[src/rtl/core/l2fv_pkg.sv]
// shared constants and types for the learning l2 forwarding block
package l2fv_pkg;

   // sizes
   localparam int NUM_PORTS     = 8;
   localparam int TABLE_ENTRIES = 64;
   localparam int REG_COUNT     = 8;

   // field widths
   localparam int PORT_W    = 3;
   localparam int MAC_W     = 48;
   localparam int VLAN_W    = 12;
   localparam int MASK_W    = 8;
   localparam int CSR_IDX_W = 4;

   // register map: vlan of port p sits at CSR_VLAN_PORT0 + p
   localparam logic [CSR_IDX_W-1:0] CSR_VLAN_PORT0 = 4'd0;
   localparam logic [CSR_IDX_W-1:0] CSR_VLAN_PORT7 = 4'd7;

   // lookup keys of the transaction in flight
   typedef struct packed {
      logic [PORT_W-1:0] port;
      logic [MAC_W-1:0]  src_mac;
      logic [MAC_W-1:0]  dst_mac;
   } key_type;

   // token handed from cell to cell
   typedef struct packed {
      logic              valid;
      logic              src_done;
      logic              dst_hit;
      logic [PORT_W-1:0] dst_port;
   } tok_type;

endpackage

[src/rtl/core/l2fv_csr.sv]
// per-port vlan registers behind the csr write channel
module l2fv_csr
   import l2fv_pkg::*;
(
   input  logic                 clock,
   input  logic                 reset,
   input  logic                 csr_valid,
   output logic                 csr_ready,
   input  logic [CSR_IDX_W-1:0] csr_index,
   input  logic [VLAN_W-1:0]    csr_wdata,
   output logic [VLAN_W-1:0]    vlan [REG_COUNT]
);

   logic [VLAN_W-1:0] vlan_ff [REG_COUNT];
   logic [VLAN_W-1:0] vlan_in [REG_COUNT];
   logic              in_map;

   assign csr_ready = 1'b1;

   // indexes past the map are accepted and dropped
   assign in_map = (csr_index >= CSR_VLAN_PORT0) && (csr_index <= CSR_VLAN_PORT7);

   always_comb begin
      vlan_in = vlan_ff;
      if (csr_valid && in_map) begin
         vlan_in[csr_index[PORT_W-1:0] - CSR_VLAN_PORT0[PORT_W-1:0]] = csr_wdata;
      end
   end

   always_ff @(posedge clock) begin
      if (reset) begin
         for (int i = 0; i < REG_COUNT; i++) begin
            vlan_ff[i] <= '0;
         end
      end else begin
         vlan_ff <= vlan_in;
      end
   end

   assign vlan = vlan_ff;

endmodule

[config.mk]
export PLATFORM = sky130hd
export DESIGN_NAME = l2fv_csr
export DESIGN_NICKNAME = d
export VERILOG_FILES = /design/src/rtl/core/l2fv_pkg.sv /design/src/rtl/core/l2fv_csr.sv
export SDC_FILE = /design/constraint.sdc
export NUM_CORES = 1
export LEC_CHECK = 0
export BUFFER_PORTS_ARGS = -buffer_cell sky130_fd_sc_hd__clkbuf_2
export CORE_ASPECT_RATIO = 0.5
export CORE_MARGIN = 5
export CORE_UTILIZATION = 45
export CTS_CLUSTER_SIZE = 28
export DETAILED_ROUTE_END_ITERATION = 8
export PLACE_DENSITY = 0.73
export SLEW_MARGIN = 20
export SYNTH_ARGS = -nofsm -noshare
export SYNTH_HDL_FRONTEND = slang
export SYNTH_SLANG_ARGS = --single-unit
export TNS_END_PERCENT = 20
[constraint.sdc]
create_clock -name clock -period 1.7 [get_ports clock]
set_input_delay 0.34 -clock clock [delete_from_list [all_inputs] [get_ports clock]]
set_output_delay 0.34 -clock clock [all_outputs]
set_load 0.05 [all_outputs]
==> metrics <==
Tot Pwr=0.00449 W; post-synth top area share=0.503; DIE HEIGHT=75.2 um; drt initial violations=about 170; Mapped Nets=367; FP Rows=23; top cells by area, synth=dfxtp_1 (50%), mux2i_1 (25%), nand2b_1 (18%); Crit Path Category=register to output pin; Global Route Usage Sum=0.189; router iterations before antenna repair=4; critical path's slowest cell=dfxtp_1; Final Hold Vio Count=0; placed cell areas=between 0.004 and 0.005 mm^2; # Max-Cap Violations=0; remaining design rule violation count=0; Syn. warnings=0; gr ovfl total=0; Final Wtd Congestion=approximately 0.75; Resize count post-CTS=0; core area=0.00814 mm^2; Flop pwr share=0.511; via count of the first global-routing pass=2783; Pint=0.00345 W; largest area contributor in the netlist=dfxtp_1; worst hold slack=0.462 ns; global-route wire length before repair=15.2 mm; CTS H-tree depth=3; PD cells=946 mW/mm^2; total wire length=9.67 mm; crit path launch=vlan[70]$_SDFFE_PP0P_; # setup viols final=0; sw frac=0.232; Initial Utilization=0.470; Max Buffers Root-to-Sink=2; share of cells above drive strength 1=0.319; CP Buf/Inv Count=1; met1 Track Usage GR=0.239; post-layout minimum cycle time=between 1 and 1.5 ns; Tcrit/Tclk final=0.787; Sink Count=96; post-CTS setup buffers=0; TritonCTS Buffers=9; gr busiest metal=met2; Mean Syn Cell Area=11.0 um^2; clk slew on worst S/H paths=0.06 ns; RSZ-0062 raised after global routing=false; hold-fix buffer count after cts=0; via count=2767; drt wl/cell=roughly 17 um; initial antenna violation count=0; hold crit path type=input pin to register; Worst Setup Start Kind=register; critical-path maximum fanout=2; io pins=116; Netlist cell types=22; Seq/Total Area, Yosys=0.503; Largest register FFs=96; Net Sw Power=0.00104 W; Worst EP arrival=1.00 ns; Skew-Pair Late Insertion Delay=0.33 ns; grt met3 use=0.0552; Clock power frac=0.405; Pleak=around 2.5 nW; status=complete, no violations; Die X=140 um; Fin Clk Skew=0 ns; crit path capture type=output pin; PortBufs=114; met2 usage=0.317; hold path startpoint=csr_wdata[5]; TritonCTS clock tree=done; synthesized area=0.00382 mm^2; largest net degree at the start of global routing=34; Yosys reg bits=96; R2R Path Start=vlan[12]$_SDFFE_PP0P_; Slew Viols, Final=0; Final ANT Viol Nets=0; antenna cells=0; detailed placement HPWL=about 6.7 mm; crit-path cells=clkbuf_2; Max Clk Rate=747 MHz; critical path's top delay family=flip-flops; Comb pwr share=0.084; full die area=0.0106 mm^2; Clock Root Buffer=clkbuf_16; setup TNS=0 ns; WP data required=1.36 ns; CP max stage delay=roughly 0.37 ns; VDD IR max=481 uV; synth-to-layout area growth=24.1%; post-DR vias/cell=just under 5; Cells after Synth=348; design area=0.00475 mm^2; Final nets=475
synth_stat cells:
cell,instances
and3_1,1
dfxtp_1,96
nor3_1,1
nand4_1,1
nor2b_4,1
mux2i_1,96
nand3_1,3
conb_1,1
nand2b_1,108
and3_2,1
clkbuf_1,11
nand2_1,2
nor2_1,1
buf_6,2
buf_2,6
clkbuf_2,1
nor3b_1,1
nand2_2,1
nand3_2,1
buf_1,7
buf_4,5
and3b_2,1
logic make-up after synthesis:
group                  after synthesis  share of synthesized area
flip-flops                          96                      0.503
multiplexers                        96                      0.251
AND/OR/NAND/NOR                    123                      0.203
buffers and inverters               32                     0.0425
other                                1                   0.000981
final timing paths:
check	slack, ns	to	depth (start not counted)
min	0.46	vlan[5]$_SDFFE_PP0P_	4
max	0.36	vlan[70]	1
min reg2reg	0.48	vlan[74]$_SDFFE_PP0P_	2
max reg2reg	1.04	vlan[12]$_SDFFE_PP0P_	2
per-stage QoR:
stage	std cells	util	worst slack, ns
finish	570	0.583	0.362
global route	570	0.583	0.308
CTS	570	0.583	0.344
detailed placement	557	0.551	0.151
global placement	557	0.551	0.219
floorplan	348	-	0.421
worst min-delay path: stages:
cell and delay (ns):
clkbuf_2 0.08, nand2b_1 0.06, buf_4 0.19, mux2i_1 0.08
layer usage:
| metal | up-vias | routed length, um | part of all wire |
|---|---|---|---|
| met4 | 0 | 131 | 0.014 |
| met5 | - | 0 | 0 |
| met2 | 66 | 4570 | 0.47 |
| met3 | 11 | 476 | 0.049 |
| met1 | 1335 | 4490 | 0.46 |
| li1 | 1355 | - | - |
layout make-up:
class	count	area, um^2
Timing Repair Buffer	129	683
Fill cell	736	3400
Multi-Input combinational cell	220	1740
Sequential cell	96	1920
Tap cell	112	140
Clock buffer	12	256
Clock inverter	1	5.00
layout by cell type (no fill, tap or decap):
cell type	count
and3_2	1
clkinv_2	1
nand3_2	1
clkbuf_1	1
nor2b_4	1
nand2_2	1
nand3_1	3
clkbuf_2	114
clkbuf_8	2
nor3b_1	1
nand4_1	1
conb_1	1
and3_1	1
nor2_1	1
and3b_2	1
nand2b_1	108
nor3_1	1
nand2_1	2
clkbuf_16	9
buf_4	15
mux2i_1	96
dfxtp_1	96
power by group through the flow:
stage / clock network, W / logic [W] / registers [W]
final: 0.00182 / 0.000376 / 0.00230
after global routing: 0.00197 / 0.000399 / 0.00230
after CTS: 0.00187 / 0.000379 / 0.00230
after detailed placement: 0 / 0.000378 / 0.00235
after global placement: 0 / 0.000377 / 0.00235
after floorplan: 0 / 0.000162 / 0.00244
No activity file was read; power rests on OpenSTA's default activity.
