==> src/rtl/core/l2fv_pkg.sv <==
// shared constants and types for the learning l2 forwarding block
package l2fv_pkg;

   // sizes
   localparam int NUM_PORTS     = 8;
   localparam int TABLE_ENTRIES = 64;
   localparam int REG_COUNT     = 8;

   // field widths
   localparam int PORT_W    = 3;
   localparam int MAC_W     = 48;
   localparam int VLAN_W    = 12;
   localparam int MASK_W    = 8;
   localparam int CSR_IDX_W = 4;

   // register map: vlan of port p sits at CSR_VLAN_PORT0 + p
   localparam logic [CSR_IDX_W-1:0] CSR_VLAN_PORT0 = 4'd0;
   localparam logic [CSR_IDX_W-1:0] CSR_VLAN_PORT7 = 4'd7;

   // lookup keys of the transaction in flight
   typedef struct packed {
      logic [PORT_W-1:0] port;
      logic [MAC_W-1:0]  src_mac;
      logic [MAC_W-1:0]  dst_mac;
   } key_type;

   // token handed from cell to cell
   typedef struct packed {
      logic              valid;
      logic              src_done;
      logic              dst_hit;
      logic [PORT_W-1:0] dst_port;
   } tok_type;

endpackage

==> src/rtl/core/l2fv_cell.sv <==
// one mac table entry with its search and learn logic
module l2fv_cell
   import l2fv_pkg::*;
(
   input  logic    clock,
   input  logic    reset,
   input  key_type key,
   input  tok_type tok_i,
   output tok_type tok_o
);

   logic              valid_ff;
   logic              valid_in;
   logic [MAC_W-1:0]  mac_ff;
   logic [MAC_W-1:0]  mac_in;
   logic [PORT_W-1:0] port_ff;
   logic [PORT_W-1:0] port_in;
   tok_type           tok_ff;
   tok_type           tok_in;

   logic              src_hit;
   logic              place;
   logic              eff_valid;
   logic [MAC_W-1:0]  eff_mac;
   logic [PORT_W-1:0] eff_port;
   logic              dst_match;

   // source match, or first empty entry while the source is still unplaced
   assign src_hit = tok_i.valid & valid_ff & (mac_ff == key.src_mac);
   assign place   = tok_i.valid & ~valid_ff & ~tok_i.src_done;

   // entry as it reads after this transaction's learn step
   assign eff_valid = valid_ff | place;
   assign eff_mac   = place ? key.src_mac : mac_ff;
   assign eff_port  = (src_hit | place) ? key.port : port_ff;
   assign dst_match = tok_i.valid & eff_valid & (eff_mac == key.dst_mac);

   // entry update
   always_comb begin
      valid_in = eff_valid;
      mac_in   = eff_mac;
      port_in  = eff_port;
   end

   // token passed on to the next cell
   always_comb begin
      tok_in.valid    = tok_i.valid;
      tok_in.src_done = tok_i.src_done | src_hit | place;
      tok_in.dst_hit  = tok_i.dst_hit | dst_match;
      tok_in.dst_port = dst_match ? eff_port : tok_i.dst_port;
   end

   always_ff @(posedge clock) begin
      if (reset) begin
         valid_ff <= 1'b0;
      end else begin
         valid_ff <= valid_in;
      end
   end

   // entry payload, written only when a transaction passes
   always_ff @(posedge clock) begin
      if (tok_i.valid) begin
         mac_ff  <= mac_in;
         port_ff <= port_in;
      end
   end

   // token register, only the valid bit is reset
   always_ff @(posedge clock) begin
      if (reset) begin
         tok_ff.valid <= 1'b0;
      end else begin
         tok_ff.valid <= tok_in.valid;
      end
      tok_ff.src_done <= tok_in.src_done;
      tok_ff.dst_hit  <= tok_in.dst_hit;
      tok_ff.dst_port <= tok_in.dst_port;
   end

   assign tok_o = tok_ff;

endmodule

==> config.mk <==
export PLATFORM = sky130hd
export DESIGN_NAME = l2fv_cell
export DESIGN_NICKNAME = d
export VERILOG_FILES = /design/src/rtl/core/l2fv_pkg.sv /design/src/rtl/core/l2fv_cell.sv
export SDC_FILE = /design/constraint.sdc
export NUM_CORES = 1
export LEC_CHECK = 0
export ABC_AREA = 1
export BUFFER_PORTS_ARGS = -buffer_cell sky130_fd_sc_hd__clkbuf_2
export CORE_AREA = 2 2 99 101
export DETAILED_ROUTE_END_ITERATION = 6
export DIE_AREA = 0 0 101 103
export GPL_TIMING_DRIVEN = 1
export PLACE_DENSITY = 0.74
export SYNTH_ARGS = -nofsm -noshare
export SYNTH_HDL_FRONTEND = slang
export SYNTH_SLANG_ARGS = --single-unit
==> constraint.sdc <==
create_clock -name clock -period 1.9 [get_ports clock]
set_input_delay 0.095 -clock clock [delete_from_list [all_inputs] [get_ports clock]]
set_output_delay 0.095 -clock clock [all_outputs]
set_load 0.01 [all_outputs]
==> summary.md <==
| Metric | Value |
|---|---|
| Status | `finished with violations` |
| Failing checks | `setup timing` |
| Area growth syn-to-layout | `27.44%` |
| Clock sink count | `58` |
| Yosys synthesis warning count | `0` |
| Die height | `approximately 100 microns` |
| Met1 Wirelength | `~5700 microns` |
| Setup violations, final | `3` |
| Via density | `between 5 and 6` |
| Compound-Gate Fraction of Synth Area | `0.02890` |
| Critical path launch point type | `register` |
| P_leak | `approximately 3.3 nW` |
| Worst-case reg-to-reg path depth | `14` |
| Row count | `36` |
| Period Utilization, post-route | `1.019` |
| Total Wirelength | `13480 microns` |
| Initial antenna violation count | `0` |
| Fin util | `0.6124` |
| WS Path Type | `register to register` |
| Non-Filler Instances | `between 900 and 1k` |
| Final Hold Violating Endpoints | `0` |
| Post-route DRC | `0` |
| Largest net degree at the start of global routing | `31` |
| Critical path startpoint | `valid_ff` |
| Critical R2R Capture | `tok_o[0]` |
| Pwr dens | `644.0 mW/mm^2` |
| Unrepaired setup endpoints after global routing | `true` |
| Adder-Cell Fraction of Synth Area | `0` |
| Clock-pin slew on the worst setup and hold paths | `about 0.08 ns` |
| Top cells by area, synth | `edfxtp_1, nand2_1, inv_1` |
| Largest family of logic cells by synthesized area | `simple AND/OR/NAND/NOR gates` |
| CP peak stage delay | `0.33 ns` |
| Global-route wire length before repair | `about 21000 microns` |
| Design area | `a little under 0.006 sq mm` |
| Worst Path Arrival | `2.18 ns` |
| Clk root buf | `clkbuf_8` |
| Synth top area share | `0.3369` |
| Post-DP Area | `roughly 0.0054 sq mm` |
| DR pass1 iterations | `5` |
| Synthesized netlist net count | `about 830` |
| Delay-heaviest family, CP | `simple AND/OR/NAND/NOR gates` |
| Final setup margin | `-0.03704 ns` |
| Gpl congestion | `approximately 0.95` |
| NumNets Final | `976` |
| Via count | `around 5k` |
| WL met3 | `about 990 microns` |
| Post-Synth Simple-Gate Area | `0.4671` |
| Slew at the pin closest to its max-slew limit | `a little under 0.4 ns` |
| I/O pins | `113` |
| Post-Syn Instances | `between 700 and 800` |
| Cell taking the most area after synthesis | `edfxtp_1` |
| Clock Latency Late Sink | `about 0.35 ns` |
| Maximum vdd drop | `about 0.32 mV` |
| CP Capture Type | `register` |
| Vias in the first global route | `roughly 4.7k` |
| N_diodes | `0` |
| CP max stage cell | `dfxtp_2` |
| CTS H-tree lvls | `3` |
| Synthesis-stage register bit count | `58` |
| Fin Setup TNS | `-0.09111 ns` |
| Hpwl dp | `10510 microns` |
| Die area | `approximately 0.010 sq mm` |
| Post-DRT Antenna Nets | `0` |
| Initial core utilization | `0.4806` |
| IO Port Bufs | `roughly 110` |
| Most used cell, CP | `nand2_1` |
| Worst Setup EP | `tok_o[0]` |
| FILL cells | `between 800 and 900` |
| Distinct cells, synth | `30` |
| PnR Total Power | `between 3 and 4 mW` |
| Initial DRC count | `292` |
| Cts bufs inserted | `9` |
| Longest Clk Path Bufs | `2` |
| Synth Area in XOR/XNOR | `0.01734` |
| Slew headroom | `0.7422` |
| CP required | `between 2 and 2.5 ns` |
| Overall global routing resource usage | `0.2663` |
| Minimum clock period | `slightly below 2 ns` |
| Placed instance count | `~960` |
| GR Overflow Total | `0` |
| Uppermost layer routed | `met4` |
| Mean routed wirelength per cell | `13.64 microns` |
| DIE WIDTH | `between 100 and 150 microns` |
| Met2 wire length | `about 6400 microns` |
| Clock skew | `approximately 0.012 ns` |
| Share of layout cells above drive strength 1 | `0.2391` |
| Total of max-cap violations | `0` |
| Tightest Hold Check Type | `input port to register` |
| Reg-to-Reg Start | `valid_ff` |
| Sequential fraction of the synthesis area | `0.3677` |
| Worst Path Max Fanout | `8` |
| Critical path cell sequence | `buf_6, nor2_8, buf_12, nand2_1, nand3_1, nand2_1, nor2_2, nand2_1, nor2_1, nand2_1, nor2_4, nand2_2, nand2_1, nand2_1` |
| Final Max Slew Viols | `0` |
| Critical path depth in cells | `14` |
| Avg Inst Size Synth | `6.278 sq um` |
| Mapped cell area | `~0.0045 sq mm` |
| Maximum clock rate | `around 520 MHz` |
| Core area | `roughly 0.0095 sq mm` |
| Mux cell area share after synthesis | `0` |
| Internal reg-to-reg setup slack | `-0.04 ns` |
| CP bufs+invs | `2` |
| TritonCTS clock tree | `built` |
-- per-layer routing --
metal,vias to the layer above,global-route usage
li1,2522,-
met1,2241,0.3462
met2,216,0.4441
met3,33,0.04136
met4,0,0.1133
met5,-,0
-- per-stage QoR --
step	worst slack, ns	hold WS (ns)
after floorplan	0.1751	0.1641
after global placement	-0.09854	0.2884
after detailed placement	-0.1445	0.2791
after CTS	0.004801	0.05522
after global routing	-0.1764	0.05836
final	-0.03704	0.05743
-- logic make-up (layout without fill, tap and decap cells) --
kind of cell,Yosys count,count (layout)
buffers and inverters,128,278
XOR/XNOR,9,9
AND/OR/NAND/NOR,505,505
AO/OA/AOI/OAI,24,24
flip-flops,58,58
-- worst min-delay path: stages --
cell and delay, ns:
clkbuf_2 0.08, nand2_1 0.04, nand2_1 0.08
-- sequential cells by signal, indices dropped and copies added, names as in the netlist --
signal / count
valid_ff: 1
port_ff: 3
tok_o: 6
mac_ff: 48
-- synth_stat cells --
cell type  instances
nand3_2            1
nor2_1            57
o21ai_2            1
buf_4              4
edfxtp_1          51
and2_1             2
nand3_4            1
a21oi_1            2
o22ai_1            4
nor2_2             2
nor2_4             1
inv_2              1
o21ai_1            3
nand3b_1          12
xnor2_1            8
buf_2              3
nand2_4            1
o211ai_1           1
inv_1            115
buf_8              1
dfxtp_1            7
nand3_1           60
nor3_1             1
nand2_1          348
buf_6              4
o21ai_0           13
nand4_1            1
nand2_2           17
xor2_1             1
nor2_8             1
-- worst min path at each step --
stage	startpoint	endpoint	slack [ns]	depth (start not counted)
6_report	key[97]	port_ff[1]	0.06	3
5_1_grt	key[96]	port_ff[0]	0.06	3
4_1_cts	key[96]	port_ff[0]	0.06	3
3_5_place_dp	tok_i[3]	tok_o[3]	0.28	3
3_3_place_gp	tok_i[3]	tok_o[3]	0.29	3
2_1_floorplan	reset	valid_ff	0.16	1
-- cell usage in the layout, fill, tap and decap left out, drive strengths merged --
cell type,count
a21oi,2
and2,2
buf,28
bufinv,1
clkbuf,123
clkinv,4
clkinvlp,1
dfxtp,7
dlygate4sd3,5
edfxtp,51
inv,116
nand2,366
nand3,62
nand3b,12
nand4,1
nor2,61
nor3,1
o211ai,1
o21ai,17
o22ai,4
xnor2,8
xor2,1
-- layout make-up --
cell class              count  area, sq um  share of cell area
repair buffers            146        925.9              0.1598
multi-input cells         538         2431              0.4197
clock buffers              10        127.6             0.02203
inverters                 116        435.4             0.07516
flip-flops and latches     58         1673              0.2888
clock inverters             6        57.56            0.009935
well taps                 114        142.6             0.02462
-- report_power, final --
group          switching [mW]  total [mW]  internal (mW)
sequential             0.0644        1.58           1.52
combinational           0.600        1.01          0.410
clock                   0.541        1.14          0.596
-- timing repair --
action | in CTS | in global routing
setup endpoints to repair | 4 | 7
resized for setup | 9 | 29
hold buffers | 5 | 0
pin swaps | 8 | 5
endpoints found under the hold margin | 6 | 0
cloned | 1 | 1
buffers inserted | 3 | 1
No activity file was read; power rests on OpenSTA's default activity.
